## src/rtl/p4x_pkg.sv

```systemverilog
// Shared constants and types for the Philox-4x32 generator.
`timescale 1ns / 1ps

package p4x_pkg;

   // Number of rounds; one round cell is built for each.
   localparam int ROUND_COUNT = 10;

   // Round multipliers and Weyl key increments.
   localparam logic [31:0] MUL_A  = 32'hD2511F53;
   localparam logic [31:0] MUL_B  = 32'hCD9E8D57;
   localparam logic [31:0] WEYL_A = 32'h9E3779B9;
   localparam logic [31:0] WEYL_B = 32'hBB67AE85;

   // Configuration port widths.
   localparam int CSR_INDEX_WIDTH = 8;
   localparam int CSR_DATA_WIDTH  = 64;

   // Configuration register indexes.
   typedef enum logic [CSR_INDEX_WIDTH-1:0] {
      CSR_COUNTER_LOW  = 8'd0,
      CSR_COUNTER_HIGH = 8'd1,
      CSR_KEY_WORD0    = 8'd2,
      CSR_KEY_WORD1    = 8'd3
   } csr_reg_type;

   // Data handed from one stage of the chain to the next.
   typedef struct packed {
      logic [31:0] x0;
      logic [31:0] x1;
      logic [31:0] x2;
      logic [31:0] x3;
      logic [31:0] key_a;
      logic [31:0] key_b;
      logic        last;
   } p4x_beat_type;

endpackage

```

## src/rtl/p4x_round_cell.sv

```systemverilog
// One Philox-4x32 round with its own output register and handshake.
`timescale 1ns / 1ps

module p4x_round_cell
   import p4x_pkg::*;
(
   input  logic         clock,
   input  logic         reset,
   input  logic         in_valid,
   output logic         in_ready,
   input  p4x_beat_type in_beat,
   output logic         out_valid,
   input  logic         out_ready,
   output p4x_beat_type out_beat
);

   logic         valid_ff;
   logic         valid_in;
   p4x_beat_type beat_ff;
   p4x_beat_type beat_in;
   logic [31:0]  key_a;
   logic [31:0]  key_b;
   logic [63:0]  prod_a;
   logic [63:0]  prod_b;

   assign in_ready = ~valid_ff | out_ready;

   // Key bump, the two multiplies and the XOR mixing of one round.
   always_comb begin
      key_a         = in_beat.key_a + WEYL_A;
      key_b         = in_beat.key_b + WEYL_B;
      prod_a        = {32'd0, MUL_A} * {32'd0, in_beat.x0};
      prod_b        = {32'd0, MUL_B} * {32'd0, in_beat.x2};
      beat_in.x0    = prod_b[63:32] ^ in_beat.x1 ^ key_a;
      beat_in.x1    = prod_b[31:0];
      beat_in.x2    = prod_a[63:32] ^ in_beat.x3 ^ key_b;
      beat_in.x3    = prod_a[31:0];
      beat_in.key_a = key_a;
      beat_in.key_b = key_b;
      beat_in.last  = in_beat.last;
      valid_in      = in_ready ? in_valid : valid_ff;
   end

   always_ff @(posedge clock) begin
      if (reset) begin
         valid_ff <= 1'b0;
      end else begin
         valid_ff <= valid_in;
      end
   end

   always_ff @(posedge clock) begin
      if (in_valid & in_ready) begin
         beat_ff <= beat_in;
      end
   end

   assign out_valid = valid_ff;
   assign out_beat  = beat_ff;

endmodule

```

## config.mk

```make
export PLATFORM = sky130hd
export DESIGN_NAME = p4x_round_cell
export DESIGN_NICKNAME = d
export VERILOG_FILES = /design/src/rtl/p4x_pkg.sv /design/src/rtl/p4x_round_cell.sv
export SDC_FILE = /design/constraint.sdc
export NUM_CORES = 2
export LEC_CHECK = 0
export ABC_AREA = 1
export BUFFER_PORTS_ARGS = -buffer_cell sky130_fd_sc_hd__buf_2
export CAP_MARGIN = 30
export CORE_MARGIN = 5
export CORE_UTILIZATION = 55
export DETAILED_ROUTE_END_ITERATION = 8
export GPL_TIMING_DRIVEN = 0
export PLACE_DENSITY = 0.8
export SYNTH_ARGS = -nofsm -noshare
export SYNTH_HDL_FRONTEND = slang
export SYNTH_SLANG_ARGS = --single-unit
export TNS_END_PERCENT = 1
```

## constraint.sdc

```tcl
create_clock -name clock -period 11.1 [get_ports clock]
set_input_delay 0 -clock clock [delete_from_list [all_inputs] [get_ports clock]]
set_output_delay 0 -clock clock [all_outputs]
set_load 0.01 [all_outputs]
```

* Yosys cells after proc, flatten, opt, wreduce, memory -nomap -nowiden *
Cells that the tools add are included.

storage, ports and cells
  register bits after elaboration = 194
  input port bits = 197
  output and inout bits = 195
  logic and storage cells = 19

cells by class
  add/sub/neg operators = 2
  multiply operators = 2
  bitwise gates (word level) = 7

operators by type and width
  kind                                                                   count
  32-bit by 32-bit multiplier with 64-bit output (first input constant)  2
  32-bit XOR                                                             4
  32-bit adder (second input constant)                                   2
  1-bit AND                                                              1
  1-bit NOT                                                              1
  1-bit OR                                                               1

* Depth between registers and ports, before layout *
  depth in word-level cells = 3
  mapped depth = 32
  mapped depth without buffers = 32

* Worst setup path before layout *
No wires, ideal clock.

  kind = flip-flop to flip-flop
  from = register valid_ff (netlist: out_valid)
  to = register beat_ff (netlist bit out_beat[0]), enable pin
  setup time = 0.810 ns
  arrival = 9.647 ns
  data required time = 10.290 ns
  slack = 0.643 ns
  stages on the path, launching flop included = 2
  path buffers = 0
  clock period less this slack = 10.457 ns
  path through = dfxtp_1 -> a21oi_1

between the ends
  longest elaborated chain between the ends = 3

ends and longest elaborated chain
  what                    RTL line              text
  from (decl)             p4x_round_cell.sv:17  logic valid_ff;
  from (signal assigned)  p4x_round_cell.sv:48  valid_ff <= valid_in;
  1-bit NOT               p4x_round_cell.sv:26  assign in_ready = ~valid_ff | out_ready;
  1-bit OR                p4x_round_cell.sv:26
  1-bit AND               p4x_round_cell.sv:53  if (in_valid & in_ready) begin
  to (signal assigned)    p4x_round_cell.sv:54  beat_ff <= beat_in;
  to (decl)               p4x_round_cell.sv:19  p4x_beat_type beat_ff;

Every way passes these cells.
A chain may end at the register's enable or synchronous reset.

==> impl_metrics.toml <==
[run_status]
status = "finished, final reports clean"

[final_layout]
fin_area_sq_um = 54000
fin_util = 0.608
layout_commonest_cell = "inv_1"
final_layout_size_suffix_gt1_frac = 0.0812
final_cells = 7491
areaGrowthSynthToFinish_pct = 9.40
final_cell_mix = "inv_1, nand2_1, fa_1, ha_1, buf_2"
nets = 8113

[drt]
via_per_inst = 5.25
drt-initial-drc-count = 3311
route.detailed.drc = 0
wirelength_um = 160000
wl_per_cell_um = 21.3
drtPass1Iterations = 6
vias = 39400
ant_nets = 0

[sta]
clock_skew_ps = 14.9
hold_viol = 0
fmax_mhz = 151
finalCriticalPeriod_ps = 6630
tightestPinTransition_ps = 803
slew_headroom = 0.463
rsz0062_at_grt = "false"
final.period_utilization = 0.597
slew_violations = 0
finalSetupViolations = 0

[logic_synthesis]
yosys_register_bits = 194
synth-compound-area-share = 0.0225
synthXorXnorAreaFrac = 0.0398
synth_mux_area_frac = 0
async_flop_share = 0
yosys-top-cells-area = "fa_1, ha_1, inv_1"
synthAdderAreaFrac = 0.531
yosys.area_share.simple = 0.153
synth-seq-area-share = 0.118
syn-cell-area_sq_um = 49400
yosys.area.top_type_share = 0.327
synth.distinct_cells = 44
synth.avg_cell_area_sq_um = 8.44
yosys_warnings = 0
synth_flop_cell = "edfxtp_1"
synth_top_family_by_area = "adder cells"
synth_edf_count = 193
synth.net_count = 7654
syn_inst = 5847
yosysTopAreaCell = "fa_1"

[cts]
clock-sinks = 194
clkTransAtPathRegs_ps = 90
cts.path.max_buffers = 2
cts-root-buf = "clkbuf_16"
post_cts_resized = 0
tritoncts = "built"
cts_buffers = 17
clk_latency_ps = 470
post_cts_buffers = 0
htreeDepth = 4

[worst_setup_path]
worstPathArrival_ps = 6860
worstPathRequired_ps = 11320
path_max_fanout = 7
cp-end-kind = "register"
reg2reg_depth = 4
start_kind = "input port"
crit_type = "in2reg"

[job]
maxCapViolCount = 0

[global_routing]
grt-ovfl-total = 0
grt_pass1_vias = 40600
grt_start_max_net_pins = 32
grtUsageTotal = 0.338
antenna_found_initial = 11
grt_pass1_wl_um = 241000

[floorplan]
die-area_sq_um = 95800
initial_utilization = 0.556
rows = 109
core_sq_um = 88800
die_h_um = 310
io_pins = 392
die_w_um = 310

[placement]
gp_congestion = 1.09
postPlaceCellArea_sq_um = 52900
post-place-cells = 7405
io_buffer_count = 386
dpl.hpwl_um = 144000

[min_path]
hp-class = "in2reg"
min_delay_path_depth = 5
per-stage QoR:
step / setup WS (ps) / hold slack, ps / setup TNS (ps)
floorplan: 643 / 69.1 / 0
global placement: -3570 / 155 / -681900
detailed placement: 4050 / 164 / 0
CTS: 4530 / 2.26 / 0
global route: 4210 / 37.0 / 0
finish: 4470 / 8.16 / 0
sequential cells by signal, indices dropped and copies added (netlist names):
name and count:
out_beat 193, out_valid 1
Yosys cell counts, types with 21 or more instances:
| library cell | instances |
|---|---|
| a21oi_1 | 120 |
| edfxtp_1 | 193 |
| fa_1 | 805 |
| ha_1 | 805 |
| inv_1 | 1768 |
| nand2_1 | 1198 |
| nand2_2 | 21 |
| nand3_1 | 193 |
| nor2_1 | 318 |
| nor3_1 | 29 |
| o21ai_0 | 32 |
| o21bai_1 | 22 |
| xnor2_1 | 67 |
| xor2_1 | 139 |
kinds of logic after synthesis:
group / Yosys count
buffers and inverters: 1788
xor gates and xnor gates: 214
AOI/OAI and AO/OA: 199
DFF: 194
adders and majority gates: 1610
and+or+nand+nor: 1842
path summary, 6_finish.rpt:
kind / start / end / slack, ps
worst min-delay path: in_beat[94] / out_beat[126]$_DFFE_PP_ / 8
worst max register to register: out_valid$_SDFFE_PP0N_ / out_beat[168]$_DFFE_PP_ / 9000
worst min register to register: out_valid$_SDFFE_PP0N_ / out_beat[61]$_DFFE_PP_ / 850
worst max-delay path: in_beat[105] / out_beat[182]$_DFFE_PP_ / 4470
worst max-delay path, cell delays in order:
cell	delay, ps
buf_2	220
ha_1	630
inv_1	180
fa_1	440
inv_1	80
fa_1	440
fa_1	580
fa_1	460
fa_1	510
fa_1	620
inv_1	100
fa_1	520
inv_1	40
ha_1	520
nand2_1	170
nor2_1	290
nand2_1	150
nor4_1	300
nand3_1	130
nand3_1	180
nand3_1	100
nand2_1	140
inv_1	60
layer usage:
| metal | vias to the layer above | track usage | routed length (um) |
|---|---|---|---|
| met2 | 1657 | 0.499 | 67500 |
| met5 | - | 0 | 36 |
| met4 | 6 | 0.0890 | 4690 |
| li1 | 18300 | - | - |
| met1 | 19200 | 0.488 | 69500 |
| met3 | 231 | 0.105 | 18000 |
timing repair:
action	4_1_cts	5_1_grt
hold buffers	47	0
hold endpoints to repair	46	0
setup endpoints to repair	0	0
final cells by class:
| type | count | area (sq um) |
|---|---|---|
| antenna | 7 | 17.5 |
| fill | 7843 | 34800 |
| timing repair buffer | 440 | 2560 |
| clock buffer | 18 | 429 |
| tap | 1165 | 1460 |
| sequential | 194 | 5820 |
| multi-input combinational | 3865 | 36800 |
| inverter | 1783 | 6690 |
| clock inverter | 14 | 168 |
| buffer | 5 | 45.0 |
Power is left out: the tool's default activity adds up to more than one toggle a clock period on the data nets, which glitch-free logic cannot reach.
