## src/rtl/p4x_pkg.sv

```systemverilog
// Shared constants and types for the Philox-4x32 generator.
`timescale 1ns / 1ps

package p4x_pkg;

   // Number of rounds; one round cell is built for each.
   localparam int ROUND_COUNT = 10;

   // Round multipliers and Weyl key increments.
   localparam logic [31:0] MUL_A  = 32'hD2511F53;
   localparam logic [31:0] MUL_B  = 32'hCD9E8D57;
   localparam logic [31:0] WEYL_A = 32'h9E3779B9;
   localparam logic [31:0] WEYL_B = 32'hBB67AE85;

   // Configuration port widths.
   localparam int CSR_INDEX_WIDTH = 8;
   localparam int CSR_DATA_WIDTH  = 64;

   // Configuration register indexes.
   typedef enum logic [CSR_INDEX_WIDTH-1:0] {
      CSR_COUNTER_LOW  = 8'd0,
      CSR_COUNTER_HIGH = 8'd1,
      CSR_KEY_WORD0    = 8'd2,
      CSR_KEY_WORD1    = 8'd3
   } csr_reg_type;

   // Data handed from one stage of the chain to the next.
   typedef struct packed {
      logic [31:0] x0;
      logic [31:0] x1;
      logic [31:0] x2;
      logic [31:0] x3;
      logic [31:0] key_a;
      logic [31:0] key_b;
      logic        last;
   } p4x_beat_type;

endpackage

```

## src/rtl/p4x_ctr_stage.sv

```systemverilog
// Configuration registers and the counter add stage that feeds the round chain.
`timescale 1ns / 1ps

module p4x_ctr_stage
   import p4x_pkg::*;
(
   input  logic                       clock,
   input  logic                       reset,
   // Configuration writes.
   input  logic                       csr_valid,
   output logic                       csr_ready,
   input  logic [CSR_INDEX_WIDTH-1:0] csr_index,
   input  logic [CSR_DATA_WIDTH-1:0]  csr_wdata,
   // Incoming draw requests.
   input  logic                       in_valid,
   output logic                       in_ready,
   input  logic [31:0]                in_draw_index,
   input  logic                       in_last,
   // Beat towards the first round cell.
   output logic                       out_valid,
   input  logic                       out_ready,
   output p4x_beat_type               out_beat
);

   logic [63:0]  counter_low_ff;
   logic [63:0]  counter_high_ff;
   logic [31:0]  key_word0_ff;
   logic [31:0]  key_word1_ff;
   logic         valid_ff;
   logic         valid_in;
   p4x_beat_type beat_ff;
   p4x_beat_type beat_in;
   logic [64:0]  lo_sum;
   logic [63:0]  hi_sum;
   logic         csr_write;

   // Writes are always taken.
   assign csr_ready = 1'b1;
   assign csr_write = csr_valid & csr_ready;

   // Configuration registers; indexes beyond the list are ignored.
   always_ff @(posedge clock) begin
      if (reset) begin
         counter_low_ff  <= '0;
         counter_high_ff <= '0;
         key_word0_ff    <= '0;
         key_word1_ff    <= '0;
      end else if (csr_write) begin
         unique case (csr_index)
            CSR_COUNTER_LOW:  counter_low_ff  <= csr_wdata;
            CSR_COUNTER_HIGH: counter_high_ff <= csr_wdata;
            CSR_KEY_WORD0:    key_word0_ff    <= csr_wdata[31:0];
            CSR_KEY_WORD1:    key_word1_ff    <= csr_wdata[31:0];
            default: ;
         endcase
      end
   end

   // The stage takes a new beat whenever it is empty or its beat moves on.
   assign in_ready = ~valid_ff | out_ready;

   // Base counter plus index, wrapping modulo 2^128. The keys are pre-decremented
   // so that every round cell can apply the same Weyl bump.
   always_comb begin
      lo_sum          = {1'b0, counter_low_ff} + {33'd0, in_draw_index};
      hi_sum          = counter_high_ff + {63'd0, lo_sum[64]};
      beat_in.x0      = lo_sum[31:0];
      beat_in.x1      = lo_sum[63:32];
      beat_in.x2      = hi_sum[31:0];
      beat_in.x3      = hi_sum[63:32];
      beat_in.key_a   = key_word0_ff - WEYL_A;
      beat_in.key_b   = key_word1_ff - WEYL_B;
      beat_in.last    = in_last;
      valid_in        = in_ready ? in_valid : valid_ff;
   end

   always_ff @(posedge clock) begin
      if (reset) begin
         valid_ff <= 1'b0;
      end else begin
         valid_ff <= valid_in;
      end
   end

   always_ff @(posedge clock) begin
      if (in_valid & in_ready) begin
         beat_ff <= beat_in;
      end
   end

   assign out_valid = valid_ff;
   assign out_beat  = beat_ff;

endmodule

```

## config.mk

```make
export PLATFORM = sky130hd
export DESIGN_NAME = p4x_ctr_stage
export DESIGN_NICKNAME = d
export VERILOG_FILES = /design/src/rtl/p4x_pkg.sv /design/src/rtl/p4x_ctr_stage.sv
export SDC_FILE = /design/constraint.sdc
export NUM_CORES = 1
export LEC_CHECK = 0
export BUFFER_PORTS_ARGS = -buffer_cell sky130_fd_sc_hd__buf_2
export CORE_MARGIN = 2
export CORE_UTILIZATION = 58
export CTS_BUF_LIST = sky130_fd_sc_hd__clkbuf_4
export CTS_CLUSTER_DIAMETER = 100
export CTS_CLUSTER_SIZE = 8
export DETAILED_ROUTE_END_ITERATION = 16
export PLACE_DENSITY = 0.82
export SLEW_MARGIN = 0
export SYNTH_ARGS = -nofsm -noshare
export SYNTH_HDL_FRONTEND = slang
export SYNTH_SLANG_ARGS = --single-unit
```

## constraint.sdc

```tcl
create_clock -name clock -period 7 [get_ports clock]
set_input_delay 0.35 -clock clock [delete_from_list [all_inputs] [get_ports clock]]
set_output_delay 0.35 -clock clock [all_outputs]
set_load 0.03 [all_outputs]
```

### After elaboration in Yosys (flattened, before gate mapping)

Index checks and enable logic that the tools add are counted.
W data, S select, Z words.

* bits in registers: 386
* bits of input ports: 110
* logic and storage cells: 27

* reductions and logical operators: 5
* $add $sub $neg: 4
* eq/ne operators: 3
* bitwise logic cells: 3

Operator list (count)
* $add A64 B32 Y65: 1
* $add A64 B1 Y64: 1
* $sub A32 B32 Y32 const B: 2
* $eq A8 B2 Y1 const B: 2
* $eq A8 B1 Y1 const B: 1
* $logic_not A8 Y1: 1
* $reduce_and A2 Y1: 4
* $and A1 B1 Y1: 1
* $not A1 Y1: 1
* $or A1 B1 Y1: 1

### Depth between registers and ports, before layout

* depth after elaboration: 3
* mapped depth: 18
* mapped depth without buffers: 17

### Worst setup path after synthesis

OpenSTA, ideal clock, no wires.

* path kind: reg-to-reg
* start: register valid_ff (netlist: out_valid)
* end: register beat_ff, in the netlist out_beat[0] (enable)
* stages on the path, launching flop included: 3
* setup slack: 1.240 ns
* arrival time: 5.184 ns
* buffers on the path: 0
* library setup time: 0.576 ns
* cells stage by stage: dfxtp_1 nand2b_1 and2_1

* word-level cells in the longest chain between the ends: 3

RTL lines
* from (decl): line p4x_ctr_stage.sv:29 `logic valid_ff;`
* from (signal assigned): line p4x_ctr_stage.sv:81 `valid_ff <= valid_in;`
* $not A1 Y1: line p4x_ctr_stage.sv:60 `assign in_ready = ~valid_ff | out_ready;`
* $or A1 B1 Y1: line p4x_ctr_stage.sv:60
* via in_ready: line p4x_ctr_stage.sv:16 `output logic in_ready,`
* $and A1 B1 Y1: line p4x_ctr_stage.sv:86 `if (in_valid & in_ready) begin`
* to (signal assigned): line p4x_ctr_stage.sv:87 `beat_ff <= beat_in;`
* to (decl): line p4x_ctr_stage.sv:31 `p4x_beat_type beat_ff;`

The timed path passes the listed nets, and every way through them passes these cells.
A chain may end at the register's enable or synchronous reset.

==> flow_summary.json <==
{
  "status": "finished, final reports clean",
  "seq_area_frac_synth": 0.554,
  "worst-path-max-fanout": 15,
  "routed_wl_um": 48500,
  "fin_cells": 2561,
  "pre_cts_ws_ns": 1.82,
  "synth_edf_count": 193,
  "rows": 63,
  "cts_buffer_depth": 3,
  "overflow": 0,
  "period_needed_ns": 5.06,
  "drt-wirelength-per-cell_um": 18.9,
  "clkTransAtPathRegs_ns": 0.10,
  "syn_to_final_growth_pct": 18.0,
  "netlist_instances": 1778,
  "syn_area_sq_um": 17400,
  "worst_setup_path_end_kind": "flip-flop",
  "ioPinCount": 306,
  "fin_crit_sh": 0.723,
  "tritoncts": "done",
  "avgSynthCellArea_sq_um": 9.81,
  "hpwl_um": 32700,
  "cts_resized": 0,
  "initial_core_util": 0.588,
  "hold_viol_final": 0,
  "p_per_area_nw_per_um2": 203,
  "total_power_uw": 4190,
  "ant_nets": 0,
  "antenna_found_initial": 1,
  "crit_family": "simple AND/OR/NAND/NOR gates",
  "min_path_type": "input port to flip-flop",
  "clock.fmax_ghz": 0.198,
  "die_h_um": 177,
  "place_congestion": 0.923,
  "relSlewSlack": 0.147,
  "tns_ns": 0,
  "yosys_warnings": 0,
  "num_vias": 14700,
  "cts_root_buf": "clkbuf_4",
  "nets": 2276,
  "clock_skew_ns": 0.0474,
  "htreeDepth": 2,
  "layout-drive-gt1-share": 0.204,
  "post_drt_via_cell_ratio": 5.73,
  "rsz0062_at_grt": "false",
  "fp.dieArea_sq_um": 31500,
  "p_leak_uw": 0.00794,
  "cpMaxStageDelayCell": "a211oi_2",
  "dp.cells": 2394,
  "crit_arrival_ns": 5.54,
  "maxSlewViolCount": 0,
  "grt_pass1_wl_um": 73500,
  "setup_violations": 0,
  "synth_nets": 1925,
  "drc_errors": 0,
  "path_cells": "ha_1, fa_1, a211oi_1, o211ai_1, nand2_1, o21ai_2, a211oi_2, nor3_1, and3_1, ha_1, ha_1, nand4_1, nor4_4, nand3_1, nor2_1, and3_1, xor2_1",
  "setup.worst_path.class": "flip-flop to flip-flop",
  "irDropWorstVdd_mv": 0.141,
  "die_w_um": 177,
  "worstSetupStartpointType": "flip-flop",
  "cp.required_ns": 7.48,
  "numCtsBuffers": 54,
  "io_buffer_count": 304,
  "grt_pass1_vias": 13900,
  "tightest_slew_ns": 1.28,
  "synthArstFlopShare": 0,
  "core-area_sq_um": 29600,
  "yosys_register_bits": 386,
  "cts.sinks": 386,
  "grt_usage": 0.300,
  "dr.first_iter.drc_count": 1429,
  "netlist-cell-type-count": 76,
  "maxCapViolations": 0,
  "timing.final.ws_setup_ns": 1.94,
  "critPathBufInv": 0,
  "dr.pass1.iters": 8,
  "insertion_delay_ns": 0.75,
  "crit_path_max_incr_delay_ns": 0.85,
  "ys.flop_type": "edfxtp_1",
  "path_common_cell": "ha_1",
  "grt_max_degree": 163
}
## cell type report
type | instances | area [sq um]
Antenna cell | 1 | 2.50
Clock buffer | 93 | 698
Clock inverter | 4 | 53.8
Fill cell | 2234 | 9050
Inverter | 20 | 75.1
Multi-Input combinational cell | 1288 | 7330
Sequential cell | 386 | 9660
Tap cell | 390 | 488
Timing Repair Buffer | 379 | 2280
## sequential cells by signal, indices dropped and copies added (netlist names)
signal	cells
key_word1_ff	32
out_beat	193
counter_low_ff	64
out_valid	1
key_word0_ff	32
counter_high_ff	64
## path summary, 6_finish.rpt
check | to | from | slack, ns | cells after the start
max | out_beat[85]$_DFFE_PP_ | counter_low_ff[0]$_SDFFE_PP0P_ | 1.94 | 17
min reg2reg | counter_high_ff[0]$_SDFFE_PP0P_ | counter_high_ff[0]$_SDFFE_PP0P_ | 0.46 | 2
min | out_beat[168]$_DFFE_PP_ | in_draw_index[7] | 0.15 | 3
max reg2reg | out_beat[85]$_DFFE_PP_ | counter_low_ff[0]$_SDFFE_PP0P_ | 1.94 | 17
## power by group
| part | internal [uW] | total [uW] | switching, uW | leakage, uW |
|---|---|---|---|---|
| combinational | 101 | 342 | 241 | 0.00409 |
| sequential | 2420 | 2440 | 18.0 | 0.00340 |
| clock | 631 | 1410 | 778 | 0.000446 |
## per-layer routing
layer / vias up / part of all wire / global-route usage
met5: - / 0 / 0
met1: 6844 / 0.42 / 0.412
met2: 745 / 0.43 / 0.453
met4: 0 / 0.048 / 0.142
met3: 164 / 0.095 / 0.0666
li1: 6915 / - / -
## placed cells by master (no fill, tap or decap), drive strengths merged, types with 2 or more instances in the layout
cell / count
buf: 310
or4: 4
nand2b: 9
o2111ai: 9
nor2: 61
o21ai: 38
clkbuf: 93
o211ai: 10
xor2: 68
and4: 10
o21a: 8
o21bai: 3
o22ai: 2
a21bo: 2
dfxtp: 193
nand2: 467
xnor2: 106
a211o: 2
nor2b: 6
clkinvlp: 2
nor4: 11
a211oi: 8
inv: 20
a2111oi: 2
a41oi: 2
edfxtp: 193
nor3: 27
and2: 12
nand3: 36
dlygate4sd3: 69
or3: 3
or2: 4
and3: 39
a21oi: 238
a31oi: 6
a21o: 10
nand4: 30
ha: 36
## per-stage QoR
step,cell area (sq um),util,hold WS (ns)
after floorplan,17400,-,0.436
after global placement,19100,0.646,0.448
after detailed placement,19100,0.646,0.453
after CTS,20600,0.694,0.104
after global routing,20600,0.695,0.133
final,20600,0.695,0.153
## tightest hold or removal path, delay by kind of cell
kind       cells  cell delay [ns]
fa+ha+maj      1             0.20
xor+xnor       1             0.12
buf+inv        1             0.09
## cells in the mapped netlist, types with 4 or more instances
cell       instances  area [sq um]
nor4_1             9          56.3
nor2b_1            6          37.5
clkbuf_1          57           214
buf_4             15           113
dfxtp_1          193          3860
buf_2              8          40.0
ha_1              36           450
and3_2             4          30.0
and4_1             9          78.8
nand3_1           35           175
xnor2_1          106           928
nor3_1            25           125
and3_1            35           219
a21oi_1          238          1190
nor2_1            60           225
nand4_1           28           175
xor2_1            68           596
a21o_1            10          75.1
nand2_1          467          1750
nand2b_1           9          56.3
and2_1            10          62.6
o21ai_0           34           170
o2111ai_1          9          78.8
inv_1             20          75.1
a211oi_1           7          52.6
a31oi_1            6          37.5
edfxtp_1         193          5800
o21a_1             8          60.1
o211ai_1          10          75.1
## cell families after synthesis
family | share of synthesized area
adders and majority gates | 0.0270
and+or+nand+nor | 0.188
DFF | 0.554
xor gates and xnor gates | 0.0874
AOI/OAI and AO/OA | 0.116
buffers and inverters | 0.0272
other | 0.000215
muxes | 0.000646
## what timing repair did
| action | 4_1_cts | 5_1_grt |
|---|---|---|
| hold buffers | 69 | 0 |
| setup buffers | 0 | 0 |
| hold endpoints to repair | 195 | 0 |
(Power assumes the default switching activity.)
